## config.mk

```make
export PLATFORM = sky130hd
export DESIGN_NAME = chunked_frame_reassembly_triple_buffer_flat
export DESIGN_NICKNAME = d
export VERILOG_FILES = /design/src/sv/cfrtb_pkg.sv /design/src/sv/cfrtb_ifs.sv /design/src/sv/cfrtb_csr.sv /design/src/sv/cfrtb_in_reg.sv /design/src/sv/cfrtb_engine.sv /design/src/sv/chunked_frame_reassembly_triple_buffer.sv /design/src/flat_wrapper.sv
export SDC_FILE = /design/constraint.sdc
export NUM_CORES = 1
export LEC_CHECK = 0
export ABC_CLOCK_PERIOD_IN_PS = 6800
export BUFFER_PORTS_ARGS = -buffer_cell sky130_fd_sc_hd__buf_2
export CAP_MARGIN = 20
export CORE_ASPECT_RATIO = 0.8
export CORE_UTILIZATION = 45
export CTS_CLUSTER_DIAMETER = 120
export DETAILED_ROUTE_END_ITERATION = 8
export PLACE_DENSITY = 0.66
export SLEW_MARGIN = 20
export SYNTH_ARGS = -nofsm -noshare
export SYNTH_HDL_FRONTEND = slang
export SYNTH_SLANG_ARGS = --single-unit
export TNS_END_PERCENT = 20
```

## constraint.sdc

```tcl
create_clock -name clock -period 6.8 [get_ports clock]
set_clock_uncertainty 0.15 [all_clocks]
set_input_delay 1.36 -clock clock [delete_from_list [all_inputs] [get_ports clock]]
set_output_delay 1.36 -clock clock [all_outputs]
set_load 0.005 [all_outputs]
```

## src/sv/cfrtb_pkg.sv

```systemverilog
// Shared types, codes and helpers for the chunked frame reassembly block.
// No dependencies; every other file of the block imports this package.
package cfrtb_pkg;

   // Fixed geometry of the reassembly scheme.
   localparam int unsigned BUFFER_COUNT = 3;
   localparam int unsigned BUF_IDX_W    = 2;
   localparam int unsigned HDR_BYTES    = 20;
   localparam logic [31:0] MAGIC_RESET  = 32'h4652_4D45;
   localparam logic [31:0] FRAME_NONE   = 32'hFFFF_FFFF;

   // Register file layout: byte address bits and register indexes.
   localparam int unsigned CSR_ADDR_W = 3;
   localparam logic        REG_MAGIC  = 1'b0;

   // Event kinds on the request channel.
   typedef enum logic [1:0] {
      KIND_CHUNK   = 2'd0,
      KIND_TAKE    = 2'd1,
      KIND_RELEASE = 2'd2
   } kind_type;

   // Result status codes.
   typedef enum logic [2:0] {
      ST_INVALID   = 3'd0,
      ST_STALE     = 3'd1,
      ST_STORED    = 3'd2,
      ST_PUBLISHED = 3'd3,
      ST_TAKEN     = 3'd4,
      ST_NONE      = 3'd5,
      ST_RELEASED  = 3'd6,
      ST_MISMATCH  = 3'd7
   } status_type;

   // One request beat.
   typedef struct packed {
      logic [1:0]  kind;
      logic [15:0] packet_len;
      logic [31:0] magic;
      logic [31:0] frame_tag;
      logic [31:0] frame_size;
      logic [31:0] seg_offset;
      logic [31:0] seg_len;
      logic [1:0]  release_buffer;
   } req_item_type;

   // One response beat.
   typedef struct packed {
      logic [2:0]  status;
      logic [1:0]  buffer;
      logic [15:0] write_offset;
      logic [16:0] write_length;
      logic [1:0]  published_buffer;
      logic [1:0]  next_rx_buffer;
   } rsp_item_type;

   // Lowest buffer index that is neither published nor in processing.
   function automatic logic [BUF_IDX_W-1:0] pick_free_buffer(
      input logic                 pub_valid,
      input logic [BUF_IDX_W-1:0] pub_idx,
      input logic                 proc_valid,
      input logic [BUF_IDX_W-1:0] proc_idx,
      input logic [BUF_IDX_W-1:0] fallback
   );
      logic [BUF_IDX_W-1:0] pick;
      logic                 found;
      pick  = fallback;
      found = 1'b0;
      for (int i = 0; i < BUFFER_COUNT; i++) begin
         if (!found && !(pub_valid && pub_idx == BUF_IDX_W'(i)) &&
             !(proc_valid && proc_idx == BUF_IDX_W'(i))) begin
            pick  = BUF_IDX_W'(i);
            found = 1'b1;
         end
      end
      return pick;
   endfunction

endpackage

```

## src/sv/cfrtb_ifs.sv

```systemverilog
// Valid/ready channel interfaces for the request and response streams.
// Depends on cfrtb_pkg for the beat payload types.
interface cfrtb_req_if import cfrtb_pkg::*; ();
   logic         valid;
   logic         ready;
   req_item_type data;

   modport source (output valid, output data, input ready);
   modport sink   (input valid, input data, output ready);
endinterface

interface cfrtb_rsp_if import cfrtb_pkg::*; ();
   logic         valid;
   logic         ready;
   rsp_item_type data;

   modport source (output valid, output data, input ready);
   modport sink   (input valid, input data, output ready);
endinterface

```

## src/sv/cfrtb_csr.sv

```systemverilog
// APB-style register file holding the expected header magic word.
// Depends on cfrtb_pkg for the address layout and reset value.
module cfrtb_csr import cfrtb_pkg::*; (
   input  logic                  clock,
   input  logic                  reset,
   input  logic                  psel,
   input  logic                  penable,
   input  logic                  pwrite,
   input  logic [CSR_ADDR_W-1:0] paddr,
   input  logic [31:0]           pwdata,
   output logic [31:0]           prdata,
   output logic                  pready,
   output logic [31:0]           magic_word
);

   logic [31:0] magic_ff;
   logic [31:0] magic_in;
   logic        reg_idx;
   logic        wr_en;

   // Word index from the byte address; the low bits select byte lanes only.
   assign reg_idx = paddr[CSR_ADDR_W-1];
   assign wr_en   = psel && penable && pwrite && (reg_idx == REG_MAGIC);
   assign pready  = 1'b1;

   // Write in the access phase.
   always_comb begin
      magic_in = magic_ff;
      if (wr_en) begin
         magic_in = pwdata;
      end
   end

   always_ff @(posedge clock) begin
      if (reset) begin
         magic_ff <= MAGIC_RESET;
      end else begin
         magic_ff <= magic_in;
      end
   end

   // Addresses past the magic register read as zero.
   assign prdata     = (reg_idx == REG_MAGIC) ? magic_ff : 32'd0;
   assign magic_word = magic_ff;

endmodule

```

## src/sv/cfrtb_in_reg.sv

```systemverilog
// Input register stage: captures one request beat and holds it until the
// engine consumes it. Depends on cfrtb_pkg and the request interface.
module cfrtb_in_reg import cfrtb_pkg::*; (
   input  logic         clock,
   input  logic         reset,
   cfrtb_req_if.sink    req_chan,
   input  logic         advance,
   output logic         item_valid,
   output req_item_type item
);

   logic         valid_ff;
   logic         valid_in;
   req_item_type item_ff;
   logic         load;

   // Ready whenever the stage is empty or its beat moves on this cycle.
   assign req_chan.ready = !valid_ff || advance;
   assign load           = req_chan.valid && req_chan.ready;

   always_comb begin
      valid_in = valid_ff;
      if (load) begin
         valid_in = 1'b1;
      end else if (advance) begin
         valid_in = 1'b0;
      end
   end

   always_ff @(posedge clock) begin
      if (reset) begin
         valid_ff <= 1'b0;
      end else begin
         valid_ff <= valid_in;
      end
   end

   // Payload holds without reset.
   always_ff @(posedge clock) begin
      if (load) begin
         item_ff <= req_chan.data;
      end
   end

   assign item_valid = valid_ff;
   assign item       = item_ff;

endmodule

```

## src/sv/cfrtb_engine.sv

```systemverilog
// Reassembly engine: header checks, frame tracking, triple-buffer rotation
// and the response register. Depends on cfrtb_pkg and the response interface.
module cfrtb_engine import cfrtb_pkg::*; #(
   parameter int unsigned FRAME_BYTES = 65536
) (
   input  logic         clock,
   input  logic         reset,
   input  logic         item_valid,
   input  req_item_type item,
   input  logic [31:0]  magic_word,
   output logic         advance,
   cfrtb_rsp_if.source  rsp_chan
);

   // Frame and buffer state.
   logic [31:0]          active_ff, active_in;
   logic [31:0]          count_ff, count_in;
   logic                 done_ff, done_in;
   logic [BUF_IDX_W-1:0] rx_ff, rx_in;
   logic [BUF_IDX_W-1:0] pub_ff, pub_in;
   logic                 pub_valid_ff, pub_valid_in;
   logic [BUF_IDX_W-1:0] proc_ff, proc_in;
   logic                 proc_valid_ff, proc_valid_in;

   // Response register.
   logic                 res_valid_ff, res_valid_in;
   rsp_item_type         res_ff, res_in;

   // Header check terms.
   logic [32:0]          bound_sum;
   logic [32:0]          pkt_need;
   logic                 hdr_ok;
   logic                 restart;
   logic [31:0]          active_eff;
   logic [31:0]          count_base;
   logic [31:0]          count_sum;
   logic                 fire;
   status_type           status;

   // The result register frees up when empty or when its beat is taken.
   assign advance = !res_valid_ff || rsp_chan.ready;
   assign fire    = item_valid && advance;

   // Bounds are summed one bit wider so that they cannot wrap.
   assign bound_sum  = {1'b0, item.seg_offset} + {1'b0, item.seg_len};
   assign pkt_need   = 33'(HDR_BYTES) + {1'b0, item.seg_len};
   assign hdr_ok     = (item.packet_len >= 16'(HDR_BYTES)) &&
                       (item.magic == magic_word) &&
                       (item.frame_size == 32'(FRAME_BYTES)) &&
                       (bound_sum <= 33'(FRAME_BYTES)) &&
                       ({17'd0, item.packet_len} >= pkt_need);
   assign restart    = (item.seg_offset == 32'd0);
   assign active_eff = restart ? item.frame_tag : active_ff;
   assign count_base = restart ? 32'd0 : count_ff;
   assign count_sum  = count_base + item.seg_len;

   // Event decode and next state.
   always_comb begin
      active_in     = active_ff;
      count_in      = count_ff;
      done_in       = done_ff;
      rx_in         = rx_ff;
      pub_in        = pub_ff;
      pub_valid_in  = pub_valid_ff;
      proc_in       = proc_ff;
      proc_valid_in = proc_valid_ff;
      status        = ST_INVALID;
      res_in        = '0;

      case (item.kind)
         KIND_CHUNK: begin
            if (hdr_ok) begin
               if (restart) begin
                  active_in = item.frame_tag;
                  count_in  = 32'd0;
                  done_in   = 1'b0;
               end
               if ((item.frame_tag == active_eff) && (restart || !done_ff)) begin
                  res_in.buffer       = rx_ff;
                  res_in.write_offset = item.seg_offset[15:0];
                  res_in.write_length = item.seg_len[16:0];
                  count_in            = count_sum;
                  status              = ST_STORED;
                  if (count_sum == 32'(FRAME_BYTES)) begin
                     pub_in       = rx_ff;
                     pub_valid_in = 1'b1;
                     done_in      = 1'b1;
                     rx_in        = pick_free_buffer(1'b1, rx_ff, proc_valid_ff,
                                                     proc_ff, rx_ff);
                     status       = ST_PUBLISHED;
                  end
               end else begin
                  status = ST_STALE;
               end
            end
         end
         KIND_TAKE: begin
            proc_in       = pub_ff;
            proc_valid_in = pub_valid_ff;
            if (pub_valid_ff) begin
               status        = ST_TAKEN;
               res_in.buffer = pub_ff;
            end else begin
               status = ST_NONE;
            end
         end
         KIND_RELEASE: begin
            if (proc_valid_ff && (proc_ff == item.release_buffer)) begin
               proc_valid_in = 1'b0;
               status        = ST_RELEASED;
            end else begin
               status = ST_MISMATCH;
            end
         end
         default: begin
            status = ST_INVALID;
         end
      endcase

      res_in.status           = status;
      res_in.published_buffer = pub_in;
      res_in.next_rx_buffer   = rx_in;
   end

   // Result valid follows the usual output-register rule.
   always_comb begin
      res_valid_in = res_valid_ff;
      if (fire) begin
         res_valid_in = 1'b1;
      end else if (rsp_chan.ready) begin
         res_valid_in = 1'b0;
      end
   end

   always_ff @(posedge clock) begin
      if (reset) begin
         active_ff     <= FRAME_NONE;
         count_ff      <= 32'd0;
         done_ff       <= 1'b0;
         rx_ff         <= '0;
         pub_ff        <= '0;
         pub_valid_ff  <= 1'b0;
         proc_ff       <= '0;
         proc_valid_ff <= 1'b0;
         res_valid_ff  <= 1'b0;
      end else begin
         res_valid_ff <= res_valid_in;
         if (fire) begin
            active_ff     <= active_in;
            count_ff      <= count_in;
            done_ff       <= done_in;
            rx_ff         <= rx_in;
            pub_ff        <= pub_in;
            pub_valid_ff  <= pub_valid_in;
            proc_ff       <= proc_in;
            proc_valid_ff <= proc_valid_in;
         end
      end
   end

   // Response payload needs no reset.
   always_ff @(posedge clock) begin
      if (fire) begin
         res_ff <= res_in;
      end
   end

   assign rsp_chan.valid = res_valid_ff;
   assign rsp_chan.data  = res_ff;

   // The receive buffer never aliases the published frame.
   a_rx_not_published: assert property (@(posedge clock) disable iff (reset)
      !(pub_valid_ff && (rx_ff == pub_ff)))
      else $error("receive buffer equals published buffer");

   // The receive buffer never aliases the frame in processing.
   a_rx_not_processing: assert property (@(posedge clock) disable iff (reset)
      !(proc_valid_ff && (rx_ff == proc_ff)))
      else $error("receive buffer equals processing buffer");

   // A publish leaves the frame closed and a valid published buffer behind.
   a_publish_state: assert property (@(posedge clock) disable iff (reset)
      (fire && (res_in.status == ST_PUBLISHED)) |=> (done_ff && pub_valid_ff))
      else $error("publish did not update frame state");

   // The response beat reports the receive and published buffers the state now holds.
   a_rsp_rx_matches: assert property (@(posedge clock) disable iff (reset)
      fire |=> (res_ff.next_rx_buffer == rx_ff) && (res_ff.published_buffer == pub_ff))
      else $error("response buffer indexes disagree with state");

endmodule

```

## src/sv/chunked_frame_reassembly_triple_buffer.sv

```systemverilog
// Chunked frame reassembly over three rotating buffers. Each request beat is one
// event: a chunk header, a consumer take or a consumer release, and each yields
// exactly one response beat. The block sustains one beat per clock while the
// response side does not stall; a beat is captured in the input register and
// leaves through the response register. A held response stalls the input once
// both registers are full. That rate is set by the update of the frame and
// buffer state, which every event reads and writes. The expected magic word
// sits at byte address 0 of the APB-style register port and may be changed
// while idle.
module chunked_frame_reassembly_triple_buffer import cfrtb_pkg::*; #(
   parameter int unsigned FRAME_BYTES = 65536
) (
   input  logic                  clock,
   input  logic                  reset,
   cfrtb_req_if.sink             req_chan,
   cfrtb_rsp_if.source           rsp_chan,
   input  logic                  psel,
   input  logic                  penable,
   input  logic                  pwrite,
   input  logic [CSR_ADDR_W-1:0] paddr,
   input  logic [31:0]           pwdata,
   output logic [31:0]           prdata,
   output logic                  pready
);

   logic [31:0]  magic_word;
   logic         advance;
   logic         item_valid;
   req_item_type item;

   // Configuration registers.
   cfrtb_csr u_csr (
      .clock      (clock),
      .reset      (reset),
      .psel       (psel),
      .penable    (penable),
      .pwrite     (pwrite),
      .paddr      (paddr),
      .pwdata     (pwdata),
      .prdata     (prdata),
      .pready     (pready),
      .magic_word (magic_word)
   );

   // Request capture.
   cfrtb_in_reg u_in_reg (
      .clock      (clock),
      .reset      (reset),
      .req_chan   (req_chan),
      .advance    (advance),
      .item_valid (item_valid),
      .item       (item)
   );

   // Event processing and response register.
   cfrtb_engine #(
      .FRAME_BYTES (FRAME_BYTES)
   ) u_engine (
      .clock      (clock),
      .reset      (reset),
      .item_valid (item_valid),
      .item       (item),
      .magic_word (magic_word),
      .advance    (advance),
      .rsp_chan   (rsp_chan)
   );

endmodule

```

## src/flat_wrapper.sv

```systemverilog
// flat-port wrapper written by rule: the top's interface ports become plain ports
module chunked_frame_reassembly_triple_buffer_flat import cfrtb_pkg::*;
#(
   parameter int unsigned FRAME_BYTES = 65536
)
  (clock, reset, psel, penable, pwrite, paddr, pwdata, prdata, pready, req_chan_valid, req_chan_data, req_chan_ready, rsp_chan_valid, rsp_chan_data, rsp_chan_ready);
  cfrtb_req_if req_chan_i ();
  cfrtb_rsp_if rsp_chan_i ();
  input  logic clock;
  input  logic reset;
  input  logic psel;
  input  logic penable;
  input  logic pwrite;
  input  logic [CSR_ADDR_W-1:0] paddr;
  input  logic [31:0] pwdata;
  output logic [31:0] prdata;
  output logic pready;
  input wire logic [$bits(req_chan_i.valid)-1:0] req_chan_valid;
  input wire logic [$bits(req_chan_i.data)-1:0] req_chan_data;
  output wire logic [$bits(req_chan_i.ready)-1:0] req_chan_ready;
  output wire logic [$bits(rsp_chan_i.valid)-1:0] rsp_chan_valid;
  output wire logic [$bits(rsp_chan_i.data)-1:0] rsp_chan_data;
  input wire logic [$bits(rsp_chan_i.ready)-1:0] rsp_chan_ready;
  assign req_chan_i.valid = req_chan_valid;
  assign req_chan_i.data = req_chan_data;
  assign req_chan_ready = req_chan_i.ready;
  assign rsp_chan_valid = rsp_chan_i.valid;
  assign rsp_chan_data = rsp_chan_i.data;
  assign rsp_chan_i.ready = rsp_chan_ready;
  chunked_frame_reassembly_triple_buffer #(.FRAME_BYTES(FRAME_BYTES)) u_core (.clock(clock), .reset(reset), .req_chan(req_chan_i), .rsp_chan(rsp_chan_i), .psel(psel), .penable(penable), .pwrite(pwrite), .paddr(paddr), .pwdata(pwdata), .prdata(prdata), .pready(pready));
endmodule
```

==> reports/qor_table.md, run 1 <==
| Metric | Reported | Unit |
|---|---|---|
| Post-CTS clock slew at the launch and capture registers of the worst setup and hold paths | 60 | ps |
| I/O Buffers | 295 | - |
| Synth Register Bits | 329 | - |
| Syn Inst Count | 1,825 | - |
| Number of detailed-routing iterations run before antenna repair | 5 | - |
| Path class of the lowest-slack min-delay path | reg -> reg | - |
| Startpoint kind of the worst setup timing path | flop | - |
| Maximum root-to-sink buffer count | 3 | - |
| Antenna Nets Post-Route | 0 | - |
| Number of buffers created by CTS | 36 | - |
| Worst-Margin Slew | 1070 | ps |
| Clock network fraction of design power | 0.394 | - |
| RR Endpoint | u_core.u_engine.rsp_chan.data[2] | - |
| Cell area after placement | 20,300 | µm² |
| Count of yosys warnings during synthesis | 0 | - |
| Switching part of the total power | 0.255 | - |
| Hold Fails Final Rpt | 0 | - |
| Post-synth top flop | edfxtp_1 | - |
| Pin count of the biggest net entering global routing | 97 | - |
| Starting density of the core | 0.461 | - |
| Combinational power share | 0.116 | - |
| Number of design-rule violations left by the first detailed-router iteration | 1,203 | - |
| Internal power contribution | 3.50 | mW |
| Remaining DRCs | 0 | - |
| Wirelength, routed | 53.2 | mm |
| Share of synthesized area occupied by flip-flops and latches | 0.479 | - |
| Register-to-Register Setup Slack | 310 | ps |
| Dominant cell type by area after synthesis | edfxtp_1 | - |
| Worst Hold Path Cells | 2 | - |
| Switching power | 1.20 | mW |
| Share of async-settable or async-resettable flops after synthesis | 0 | - |
| I/O pin count | 299 | - |
| Share of final-layout standard cells stronger than drive strength 1 | 0.190 | - |
| Hold endpoint | u_core.u_engine.count_ff[1] | - |
| Per-instance average area after synthesis | 10.1 | µm² |
| Worst-path maximum fanout | 5 | - |
| Worst-case hold slack | 302 | ps |
| Setup repair after global routing missed its margin | false | - |
| Final HPWL from detailed placement | 39.5 | mm |
| Root buf cell | clkbuf_16 | - |
| Die Footprint | 41,700 | µm² |
| Core Area | 39,900 | µm² |
| Period minus WS final | 6490 | ps |
| Synth unique cells | 85 | - |
| Peak VDD IR | 0.232 | mV |
| Length in cells of the worst reg-to-reg path | 17 | - |
| Pins over their slew limit | 0 | - |
| Origin of the worst min-delay path | u_core.u_engine.count_ff[1] | - |
| Cell types with the highest counts after synthesis | edfxtp_1 (222), nand2_1 (175), nor2_1 (140), dfxtp_1 (107), a21oi_1 (103) | - |
| Clock tree from TritonCTS | yes | - |
| Final weighted congestion of routability-driven global placement | 0.935 | - |
| Post-synthesis instance area | 18,400 | µm² |
| Setup Viol. Count Final | 0 | - |
| Number of nets in the synthesized netlist | 2,133 | - |
| MaxCap Viol Count | 0 | - |
| Wire length of the first global-routing pass | 82.4 | mm |
| Count of flip-flops with a built-in enable after synthesis | 222 | - |
| PwrDens | 219 | nW/µm² |
| Number of antenna violations at the first check in global routing | 5 | - |
| Worst setup path category | reg -> reg | - |
| Number of core rows | 65 | - |
| Synth top area share | 0.363 | - |
| Register share of total power | 0.491 | - |
| GR Util All Layers | 0.251 | - |
| Utilization of the core after routing | 0.538 | - |
| Total via count in the routed design | 15,400 | - |
| Leading cell types by total area after synthesis | edfxtp_1 (36%), dfxtp_1 (12%), ha_1 (5.7%) | - |
| Area grow syn2layout | 16.6 | % |
| GRT overflow | 0 | - |
| Hold_buf cts | 0 | - |
| Htree depth | 2 | - |
| Per-cell routed wire length | 20.0 | µm |
| Period utilisation layout | 0.954 | - |
| Vias in the first global route | 14,700 | - |
| Mean number of vias per cell | 5.79 | - |
| Outcome | finished clean | - |
| Arrival time of the worst setup path | 6620 | ps |
| Die span in x | 228 | µm |
| Launch instance of the worst register-to-register path | u_core.u_in_reg.item[60] | - |
| Relative slew slack | 0.283 | - |
| Die outline height | 183 | µm |
| Tot Pwr | 4.69 | mW |
| Setup TNS Final | 0 | ps |
| Later-pin clock latency in the skew report | 540 | ps |
| Buffers inserted during post-CTS setup optimization | 0 | - |
| Most frequent cell after synthesis | edfxtp_1 | - |
| Number of nets in the layout | 2,396 | - |
| Count of clock tree sinks | 329 | - |
| Final instance area | 21,400 | µm² |
| Type of destination of the critical path | flop | - |
| Achievable frequency | 154 | MHz |
| Data required time at the worst endpoint | 6930 | ps |
| Leak pwr | 8.71 | nW |
==> critical path, stage by stage (launching register included) <==
cell	delay, ps
edfxtp_1	390
nor4_1	690
nand4_1	260
or2_2	450
and2_1	210
ha_1	200
fa_1	400
a21oi_1	310
o21ai_0	250
and2_1	250
or4_1	500
a22oi_1	190
nor4bb_1	590
nand4_1	230
nor4b_1	330
buf_4	180
and4_1	310
mux2_1	360
==> sequential cells by signal (all words and copies together), names as in the netlist <==
signal	count
u_core.u_engine.proc_ff	2
u_core.u_engine.count_ff	32
u_core.u_csr.magic_word	32
u_core.u_engine.rsp_chan.valid	1
u_core.u_in_reg.item_valid	1
u_core.u_engine.rsp_chan.data	42
u_core.u_engine.pub_valid_ff	1
u_core.u_engine.done_ff	1
u_core.u_engine.pub_ff	2
u_core.u_engine.active_ff	32
u_core.u_in_reg.item	180
u_core.u_engine.rx_ff	2
u_core.u_engine.proc_valid_ff	1
==> kinds of logic (layout without fill, tap and decap cells) <==
| family | after synthesis | in the layout | synth area share |
|---|---|---|---|
| AND/OR/NAND/NOR | 715 | 715 | 0.204 |
| other | 1 | 4 | 0.000204 |
| flip-flops | 329 | 329 | 0.479 |
| AO/OA/AOI/OAI | 403 | 403 | 0.147 |
| multiplexers | 67 | 67 | 0.0376 |
| buffers and inverters | 134 | 424 | 0.0300 |
| adder cells (fa/ha/maj) | 86 | 86 | 0.0594 |
| XOR/XNOR | 90 | 90 | 0.0429 |
==> cell type report <==
class                   instances  area [µm²]
well taps                     536         671
repair buffers                311        1630
clock inverters                13         114
flip-flops and latches        329        8810
fillers                      3638       18400
clock buffers                  52         981
inverters                      48         180
multi-input cells            1362        9050
diodes                          3        7.51
==> power by group through the flow <==
| stage | clock network (mW) | logic [mW] | registers, mW |
|---|---|---|---|
| 2_1_floorplan | 0 | 0.344 | 2.32 |
| 3_3_place_gp | 0 | 0.526 | 2.34 |
| 3_5_place_dp | 0 | 0.532 | 2.34 |
| 4_1_cts | 1.89 | 0.536 | 2.30 |
| 5_1_grt | 1.97 | 0.599 | 2.31 |
| 6_report | 1.85 | 0.542 | 2.30 |
==> worst max-delay path by stage <==
stage	start	to	depth (start not counted)
floorplan	rsp_chan_ready	u_core.u_in_reg.item[0]	3
CTS	u_core.u_in_reg.item[60]	u_core.u_engine.rsp_chan.data[2]	17
global route	u_core.u_in_reg.item[60]	u_core.u_engine.rsp_chan.data[2]	17
detailed placement	u_core.u_in_reg.item[60]	u_core.u_engine.rsp_chan.data[2]	17
finish	u_core.u_in_reg.item[60]	u_core.u_engine.rsp_chan.data[2]	17
global placement	u_core.u_in_reg.item[60]	u_core.u_engine.rsp_chan.data[0]	17
==> cell usage in the layout (no fill, tap or decap), types with 20 or more instances in the layout <==
| cell | n |
|---|---|
| o211ai_1 | 20 |
| nor2b_1 | 44 |
| and2_1 | 76 |
| ha_1 | 84 |
| inv_1 | 46 |
| nor4_1 | 46 |
| a21o_1 | 30 |
| xor2_1 | 54 |
| edfxtp_1 | 222 |
| dfxtp_1 | 107 |
| nand4_1 | 72 |
| mux2i_1 | 50 |
| a21oi_1 | 103 |
| o21ai_0 | 73 |
| clkbuf_16 | 36 |
| nor2_1 | 140 |
| xnor2_1 | 36 |
| nand2_1 | 175 |
| nor3_1 | 24 |
| buf_2 | 294 |
| nand3_1 | 48 |
==> per-layer routing <==
layer / up-vias / global-route usage / part of all wire
met2: 578 / 0.384 / 0.44
li1: 7384 / - / -
met1: 7305 / 0.355 / 0.46
met4: 6 / 0.0768 / 0.027
met5: - / 0 / 0.00075
met3: 92 / 0.0529 / 0.078
==> stage by stage <==
stage | instances | worst slack, ps
floorplan | 1825 | 467
global placement | 2585 | 608
detailed placement | 2585 | 494
CTS | 2650 | 474
global route | 2652 | 48.4
finish | 2654 | 314
==> what timing repair did <==
action	CTS	global route
resized for setup	0	1
hold endpoints to repair	0	0
setup endpoints to repair	0	1
Power figures use the tool's default switching activity.
==> inputs of run 2 (changes only) <==
==> constraint.sdc (replaced) <==
create_clock -name clock -period 6.8 [get_ports clock]
set_clock_uncertainty 0.15 [all_clocks]
set_input_delay 1.02 -clock clock [delete_from_list [all_inputs] [get_ports clock]]
set_output_delay 1.02 -clock clock [all_outputs]
set_load 0.005 [all_outputs]
==> run 2 against run 1 <==
Power is 1.6% higher. Clock power is 4% higher. Largest power group unchanged. Largest cell class unchanged. First-iteration DRC count is 1.7% lower. Critical endpoint is now u_core.u_engine.rsp_chan.data[0].
==> reports/qor_table.md, run 2 (synthesized netlist as in run 1, its figures left out) <==
| Metric | Reported | Unit | Change |
|---|---|---|---|
| Area grow syn2layout | 16.7 | % | about the same |
| Core Area | 39,900 | µm² | unchanged |
| Setup repair after global routing missed its margin | false | - |  |
| MaxCap Viol Count | 0 | - | unchanged |
| Starting density of the core | 0.461 | - | unchanged |
| Later-pin clock latency in the skew report | 540 | ps | about the same |
| Vias in the first global route | 14,700 | - | +0.26% |
| Period utilisation layout | 0.927 | - | -0.0273 |
| Number of buffers created by CTS | 35 | - | -2.8% |
| Final HPWL from detailed placement | 39.8 | mm | +0.72% |
| Setup slack at placement | 606 | ps | +112 ps |
| Antenna Nets Post-Route | 0 | - | unchanged |
| Die span in x | 228 | µm | unchanged |
| Number of nets in the layout | 2,392 | - | -0.17% |
| Achievable frequency | 159 | MHz | +3.0% |
| Max reg flops | 180 | - | unchanged |
| Post-CTS resize count | 0 | - | unchanged |
| Setup ws final | 499 | ps | +186 ps |
| Pin count of the biggest net entering global routing | 116 | - | +20% |
| I/O Buffers | 295 | - | unchanged |
| Root buf cell | clkbuf_16 | - |  |
| Register-to-Register Setup Slack | 500 | ps | +190 ps |
| Cell area after placement | 20,300 | µm² | about the same |
| GR Util All Layers | 0.250 | - | -0.000659 |
| Setup TNS Final | 0 | ps | unchanged |
| GRT overflow | 0 | - | unchanged |
| Hold endpoint | u_core.u_engine.count_ff[12] | - |  |
| Commonest cells after routing, fill and taps aside | buf_2 (294), edfxtp_1 (222), nand2_1 (175), nor2_1 (140), dfxtp_1 (107) | - |  |
| Most common cell after layout, fill and taps aside | buf_2 | - |  |
| RR Endpoint | u_core.u_engine.rsp_chan.data[0] | - |  |
| Startpoint kind of the worst setup timing path | flop | - |  |
| Wire length of the first global-routing pass | 81.8 | mm | -0.75% |
| Die Footprint | 41,700 | µm² | unchanged |
| Per-cell routed wire length | 20.1 | µm | +0.44% |
| Post-CTS clock slew at the launch and capture registers of the worst setup and hold paths | 60 | ps | about the same |
| Arrival time of the worst setup path | 6440 | ps | -180 ps |
| I/O pin count | 299 | - | unchanged |
| Worst setup path category | reg -> reg | - |  |
| Type of destination of the critical path | flop | - |  |
| Length in cells of the worst reg-to-reg path | 17 | - | unchanged |
| Number of detailed-routing iterations run before antenna repair | 6 | - | +1 |
| Maximum root-to-sink buffer count | 3 | - | unchanged |
| Setup Viol. Count Final | 0 | - | unchanged |
| Final instance area | 21,400 | µm² | about the same |
| Period minus WS final | 6300 | ps | -186 ps |
| Buffers inserted during post-CTS setup optimization | 0 | - | unchanged |
| Share of final-layout standard cells stronger than drive strength 1 | 0.191 | - | +0.00178 |
| Worst-path maximum fanout | 27 | - | +22 |
| Peak VDD IR | 0.141 | mV | -39% |
| Origin of the worst min-delay path | u_core.u_engine.count_ff[12] | - |  |
| Pins over their slew limit | 0 | - | unchanged |
| Outcome | finished clean | - |  |
| Number of design-rule violations left by the first detailed-router iteration | 1,182 | - | -1.7% |
| Relative slew slack | 0.280 | - | -0.00368 |
| Htree depth | 2 | - | unchanged |
| Data required time at the worst endpoint | 6940 | ps | about the same |
| Count of clock tree sinks | 329 | - | unchanged |
| Worst-Margin Slew | 1070 | ps | +5.48 ps |
| Mean number of vias per cell | 5.81 | - | +0.38% |
| Number of core rows | 65 | - | unchanged |
| Path class of the lowest-slack min-delay path | reg -> reg | - |  |
| Hold Fails Final Rpt | 0 | - | unchanged |
| Launch instance of the worst register-to-register path | u_core.u_in_reg.item[63] | - |  |
| Hold_buf cts | 0 | - | unchanged |
| Wirelength, routed | 53.3 | mm | +0.21% |
| PwrDens | 222 | nW/µm² | +1.6% |
| Final weighted congestion of routability-driven global placement | 0.933 | - | -0.22% |
| Total via count in the routed design | 15,400 | - | +0.16% |
| Number of antenna violations at the first check in global routing | 5 | - | unchanged |
| Leak pwr | 8.72 | nW | about the same |
| Remaining DRCs | 0 | - | unchanged |
| Clock tree from TritonCTS | yes | - |  |
| Die outline height | 183 | µm | unchanged |
| Worst Hold Path Cells | 2 | - | unchanged |
==> run 2: cell types whose count changed in the layout (fill, tap and decap cells not counted), sizes merged <==
cell and change:
inv -1, clkbuf -9, clkinvlp +2, bufinv +2, diode -2, buf -3
clkinv +5
==> run 2: worst max path at each step <==
stage | startpoint | endpoint | slack, ps | cells past startpoint
CTS | u_core.u_in_reg.item[63] | u_core.u_engine.rsp_chan.data[0] | 580 | 17
floorplan | rsp_chan_ready | u_core.u_in_reg.item[0] | 810 | 3
global placement | u_core.u_in_reg.item[60] | u_core.u_engine.rsp_chan.data[0] | 670 | 17
global route | u_core.u_in_reg.item[63] | u_core.u_engine.rsp_chan.data[0] | 170 | 17
detailed placement | u_core.u_in_reg.item[63] | u_core.u_engine.rsp_chan.data[0] | 610 | 17
finish | u_core.u_in_reg.item[63] | u_core.u_engine.rsp_chan.data[0] | 500 | 17
==> run 2: layout make-up <==
cell class | count | area (µm²)
clock buffer | 43 | 947
tap | 536 | 671
sequential | 329 | 8810
fill | 3640 | 18400
timing repair buffer | 308 | 1590
antenna | 1 | 2.50
clock inverter | 21 | 201
multi-input combinational | 1362 | 9040
inverter | 48 | 183
==> run 2: report_power, final <==
group / total, mW / internal [mW] / switching, mW
clock network: 1.92 / 1.11 / 0.811
registers: 2.31 / 2.23 / 0.0772
logic: 0.539 / 0.216 / 0.323
total: 4.77 / 3.56 / 1.21
==> run 2: critical path: stages (launching register included) <==
cell      delay [ps]
edfxtp_1         400
nor4_1           660
nand4_1          200
or2_2            440
buf_4            260
and2_1           210
ha_1             340
a21oi_1          330
o21ai_0          220
nor3b_1          220
or4_1            530
a22oi_1          190
nor4bb_1         500
nand4_1          220
nor4b_1          340
buf_4            180
and4_1           290
mux2_1           350
==> run 2: per-stage QoR <==
stage / power, mW / cells / hold slack [ps] / utilization
6_report: 4.77 / 2648 / 303 / 0.538
5_1_grt: 4.94 / 2647 / 329 / 0.538
4_1_cts: 4.80 / 2647 / 309 / 0.538
3_5_place_dp: 2.88 / 2583 / 300 / 0.509
3_3_place_gp: 2.87 / 2583 / 292 / 0.509
2_1_floorplan: 2.67 / 1825 / 281 / -
==> run 2: layer usage <==
metal  global-route usage  part of all wire  vias to the layer above
met3               0.0586             0.085                      106
met4               0.0800             0.027                        8
met2                0.388              0.44                      644
met1                0.345              0.45                     7258
met5              0.00231           0.00086                        -
li1                     -                 -                     7373
==> inputs of run 3 (changes only) <==
--- a/config.mk
+++ b/config.mk
@@ -5,14 +5,17 @@
 export SDC_FILE = /design/constraint.sdc
 export NUM_CORES = 1
 export LEC_CHECK = 0
+export ABC_AREA = 1
 export ABC_CLOCK_PERIOD_IN_PS = 6800
 export BUFFER_PORTS_ARGS = -buffer_cell sky130_fd_sc_hd__buf_2
 export CAP_MARGIN = 20
+export CELL_PAD_IN_SITES_DETAIL_PLACEMENT = 0
+export CELL_PAD_IN_SITES_GLOBAL_PLACEMENT = 1
 export CORE_ASPECT_RATIO = 0.8
-export CORE_UTILIZATION = 45
+export CORE_UTILIZATION = 42
 export CTS_CLUSTER_DIAMETER = 120
 export DETAILED_ROUTE_END_ITERATION = 8
-export PLACE_DENSITY = 0.66
+export PLACE_DENSITY_LB_ADDON = 0.1
 export SLEW_MARGIN = 20
 export SYNTH_ARGS = -nofsm -noshare
 export SYNTH_HDL_FRONTEND = slang
==> run 3 against run 2 <==
Sequential power barely moved. Combinational power rose by 17%. First-iteration DRC count rose by 7.9%. Synthesized cell count rose by 57%. Critical path depth rose by 7. Via count rose by 24%. Largest power group unchanged. Highest routed layer unchanged.
==> reports/qor_table.md, run 3 <==
| Metric | Reported | Unit | Change |
|---|---|---|---|
| Mean number of vias per cell | 5.01 | - | -14% |
| Total via count in the routed design | 19,100 | - | +24% |
| Launch instance of the worst register-to-register path | u_core.u_in_reg.item[35] | - |  |
| Setup Viol. Count Final | 0 | - | unchanged |
| Per-cell routed wire length | 17.3 | µm | -14% |
| Die span in x | 250 | µm | +9.5% |
| Number of design-rule violations left by the first detailed-router iteration | 1,275 | - | +7.9% |
| Max reg flops | 180 | - | unchanged |
| Setup repair after global routing missed its margin | false | - |  |
| Startpoint kind of the worst setup timing path | flop | - |  |
| Wirelength, routed | 65.8 | mm | +23% |
| Synth Register Bits | 329 | - | unchanged |
| Starting density of the core | 0.426 | - | -0.0356 |
| Worst setup path category | reg -> reg | - |  |
| Post-synth top flop | edfxtp_1 | - |  |
| Number of core rows | 72 | - | +11% |
| Synth unique cells | 48 | - | -44% |
| I/O Buffers | 295 | - | unchanged |
| Number of detailed-routing iterations run before antenna repair | 6 | - | unchanged |
| Number of antenna violations at the first check in global routing | 15 | - | +10 |
| GR Util All Layers | 0.262 | - | +0.0116 |
| Multiplexer share of the synthesized area | 0 | - | -0.0376 |
| Length in cells of the worst reg-to-reg path | 24 | - | +7 |
| Outcome | finished clean | - |  |
| Relative slew slack | 0.296 | - | +0.0160 |
| Area fraction in compound gates after synthesis | 0.0602 | - | -0.0865 |
| Type of destination of the critical path | flop | - |  |
| GRT overflow | 0 | - | unchanged |
| Setup slack at placement | 1340 | ps | +739 ps |
| Achievable frequency | 176 | MHz | +11% |
| Number of nets in the layout | 3,454 | - | +44% |
| Antenna Nets Post-Route | 0 | - | unchanged |
| Peak VDD IR | 0.212 | mV | +51% |
| Dominant delay contributor by cell family on the critical path | simple AND/OR/NAND/NOR gates | - |  |
| Clock tree from TritonCTS | yes | - |  |
| I/O pin count | 299 | - | unchanged |
| Hold endpoint | u_core.u_engine.active_ff[5] | - |  |
| Dominant cell type by area after synthesis | edfxtp_1 | - |  |
| Period minus WS final | 5670 | ps | -626 ps |
| Cell types with the highest counts after synthesis | nand2_1 (908), inv_1 (413), nor2_1 (390), edfxtp_1 (222), nand3_1 (195) | - |  |
| Post-synthesis share of cell area spent on full adders, half adders and majority gates | 0.0530 | - | -0.00637 |
| Most frequent cell after synthesis | nand2_1 | - |  |
| Path length in cells of the critical path | 24 | - | +7 |
| Share of final-layout standard cells stronger than drive strength 1 | 0.128 | - | -0.0635 |
| Die outline height | 200 | µm | +9.5% |
| Post-CTS resize count | 0 | - | unchanged |
| Remaining DRCs | 0 | - | unchanged |
| Utilization of the core after routing | 0.493 | - | -0.0451 |
| Wire length of the first global-routing pass | 100 | mm | +23% |
| Path class of the lowest-slack min-delay path | reg -> reg | - |  |
| Htree depth | 2 | - | unchanged |
| Period utilisation layout | 0.834 | - | -0.0921 |
| Count of flip-flops with a built-in enable after synthesis | 222 | - | unchanged |
| Largest incremental delay on the critical path | 470 | ps | -190 ps |
| Count of clock tree sinks | 329 | - | unchanged |
| Register-to-Register Setup Slack | 1130 | ps | +630 ps |
| Count of yosys warnings during synthesis | 0 | - | unchanged |
| MaxCap Viol Count | 0 | - | unchanged |
| Leak pwr | 11.9 | nW | +36% |
| Fill count | 4,902 | - | +35% |
| Number of buffer and inverter instances along the worst setup path | 3 | - | +1 |
| Core Area | 48,400 | µm² | +21% |
| Number of buffers created by CTS | 37 | - | +5.7% |
| Syn Inst Count | 2,866 | - | +57% |
| Post-synthesis instance area | 20,600 | µm² | +12% |
| Setup ws final | 1130 | ps | +626 ps |
| Final weighted congestion of routability-driven global placement | 0.934 | - | about the same |
| Vias in the first global route | 17,700 | - | +20% |
| Post-CTS clock slew at the launch and capture registers of the worst setup and hold paths | 60 | ps | about the same |
| Worst Hold Path Cells | 2 | - | unchanged |
| Cell Chain, Critical Path | nor2_1, nand4_1, nor2_1, nand2_4, inv_1, buf_4, nor2_1, ha_1, nand2_1, nor2_1, inv_1, nor2_1, o21ai_0, nand3_1, nand2_1, nand2_1, nand3_1, nor2_1, nand3_1, nor2_4, nand4_1, nand2_1, nand2_1, nor2_1 | - |  |
| RR Endpoint | u_core.u_engine.pub_ff[0] | - |  |
| Worst-Margin Slew | 1060 | ps | -15.1 ps |
| Pins over their slew limit | 0 | - | unchanged |
| Die Footprint | 49,900 | µm² | +20% |
| Share of async-settable or async-resettable flops after synthesis | 0 | - | unchanged |
| Share of synthesized area occupied by flip-flops and latches | 0.428 | - | -0.0514 |
| Most common cell after layout, fill and taps aside | nand2_1 | - |  |
| Cell area after placement | 22,600 | µm² | +11% |
| Later-pin clock latency in the skew report | 560 | ps | +20 ps |
| Crit path max-delay cell type | nor2_1 | - |  |
| Cell repeated most along the worst path | nor2_1 | - |  |
| Final HPWL from detailed placement | 51.7 | mm | +30% |
| Maximum root-to-sink buffer count | 3 | - | unchanged |
| Pin count of the biggest net entering global routing | 128 | - | +10% |
| Buffers inserted during post-CTS setup optimization | 0 | - | unchanged |
| Setup TNS Final | 0 | ps | unchanged |
| Leading cell types by total area after synthesis | edfxtp_1 (32%), nand2_1 (17%), dfxtp_1 (10%) | - |  |
| Xor-xnor portion of the synthesized cell area | 0.0162 | - | -0.0267 |
| Final Instance Count excl. Fillers | 3,811 | - | +44% |
| Number of nets in the synthesized netlist | 3,174 | - | +49% |
| Main combinational cell family by area after synthesis | simple AND/OR/NAND/NOR gates | - |  |
| Final instance area | 23,900 | µm² | +11% |
| Root buf cell | clkbuf_16 | - |  |
| PwrDens | 207 | nW/µm² | -7.1% |
| Origin of the worst min-delay path | u_core.u_engine.active_ff[5] | - |  |
| Synth top area share | 0.324 | - | -0.0389 |
| Worst-path maximum fanout | 17 | - | -37% |
| Arrival time of the worst setup path | 6010 | ps | -430 ps |
| Per-instance average area after synthesis | 7.19 | µm² | -29% |
| Hold Fails Final Rpt | 0 | - | unchanged |
| Area grow syn2layout | 15.8 | % |  |
| Hold_buf cts | 0 | - | unchanged |
| Commonest cells after routing, fill and taps aside | nand2_1 (907), inv_1 (411), nor2_1 (390), buf_2 (295), edfxtp_1 (222) | - |  |
| Cell count after placement | 3,736 | - | +45% |
| Data required time at the worst endpoint | 7130 | ps | +190 ps |
| Setup crit start | u_core.u_in_reg.item[35] | - |  |
| Share of synthesized cell area in and, or, nand and nor gates | 0.351 | - | +0.147 |
-- run 3: changes by cell type in the layout (fill, tap and decap cells not counted), moves of 19 or more --
cell,change
nand2_1,+732
nor2b_1,-44
o21ai_0,+25
a21o_1,-28
nand3b_1,+39
inv_1,+365
xnor2_1,-19
nand3_1,+147
and2_1,-69
xor2_1,-33
nor2_1,+250
mux2i_1,-50
nor4_1,-30
-- run 3: where the power goes --
part	total (mW)	internal [mW]	switching (mW)
registers	2.30	2.23	0.0731
clock network	2.00	1.16	0.835
logic	0.630	0.220	0.410
-- run 3: worst max-delay path by stage --
stage,to,slack [ps]
2_1_floorplan,u_core.u_in_reg.item[0],1380
3_3_place_gp,u_core.u_engine.rx_ff[1],1340
3_5_place_dp,u_core.u_engine.rx_ff[1],1340
4_1_cts,u_core.u_engine.rx_ff[1],1310
5_1_grt,u_core.u_engine.rx_ff[1],810
6_report,u_core.u_engine.pub_ff[0],1130
-- run 3: layout make-up --
| class | instances | area, µm² | area share |
|---|---|---|---|
| Clock inverter | 15 | 158 | 0.00661 |
| Antenna cell | 7 | 17.5 | 0.000734 |
| Inverter | 420 | 1580 | 0.0663 |
| Tap cell | 629 | 787 | 0.0330 |
| Multi-Input combinational cell | 2054 | 9900 | 0.415 |
| Clock buffer | 53 | 1050 | 0.0439 |
| Sequential cell | 329 | 8810 | 0.369 |
| Timing Repair Buffer | 304 | 1550 | 0.0649 |
-- run 3: worst min-delay path: cells and delay by family (launching register included) --
family        cells  cell delay [ps]
flops             1              330
simple gates      2              120
-- run 3: cells by family after synthesis --
logic type / after synthesis
compound gates: 229
flops: 329
fa+ha+maj: 86
xor+xnor: 38
other cells: 1
simple gates: 1700
buf+inv: 483
-- run 3: stage by stage --
| stage | hold WS (ps) | power [mW] |
|---|---|---|
| after floorplan | 292 | 2.72 |
| after global placement | 301 | 2.97 |
| after detailed placement | 317 | 2.97 |
| after CTS | 332 | 4.98 |
| after global routing | 355 | 5.15 |
| final | 329 | 4.93 |
-- run 3: layer usage --
layer	vias up	global-route usage	wire length, µm
met4	16	0.0658	1260
met5	-	0	95
li1	9805	-	-
met1	8644	0.379	32700
met2	540	0.398	27500
met3	77	0.0524	4260
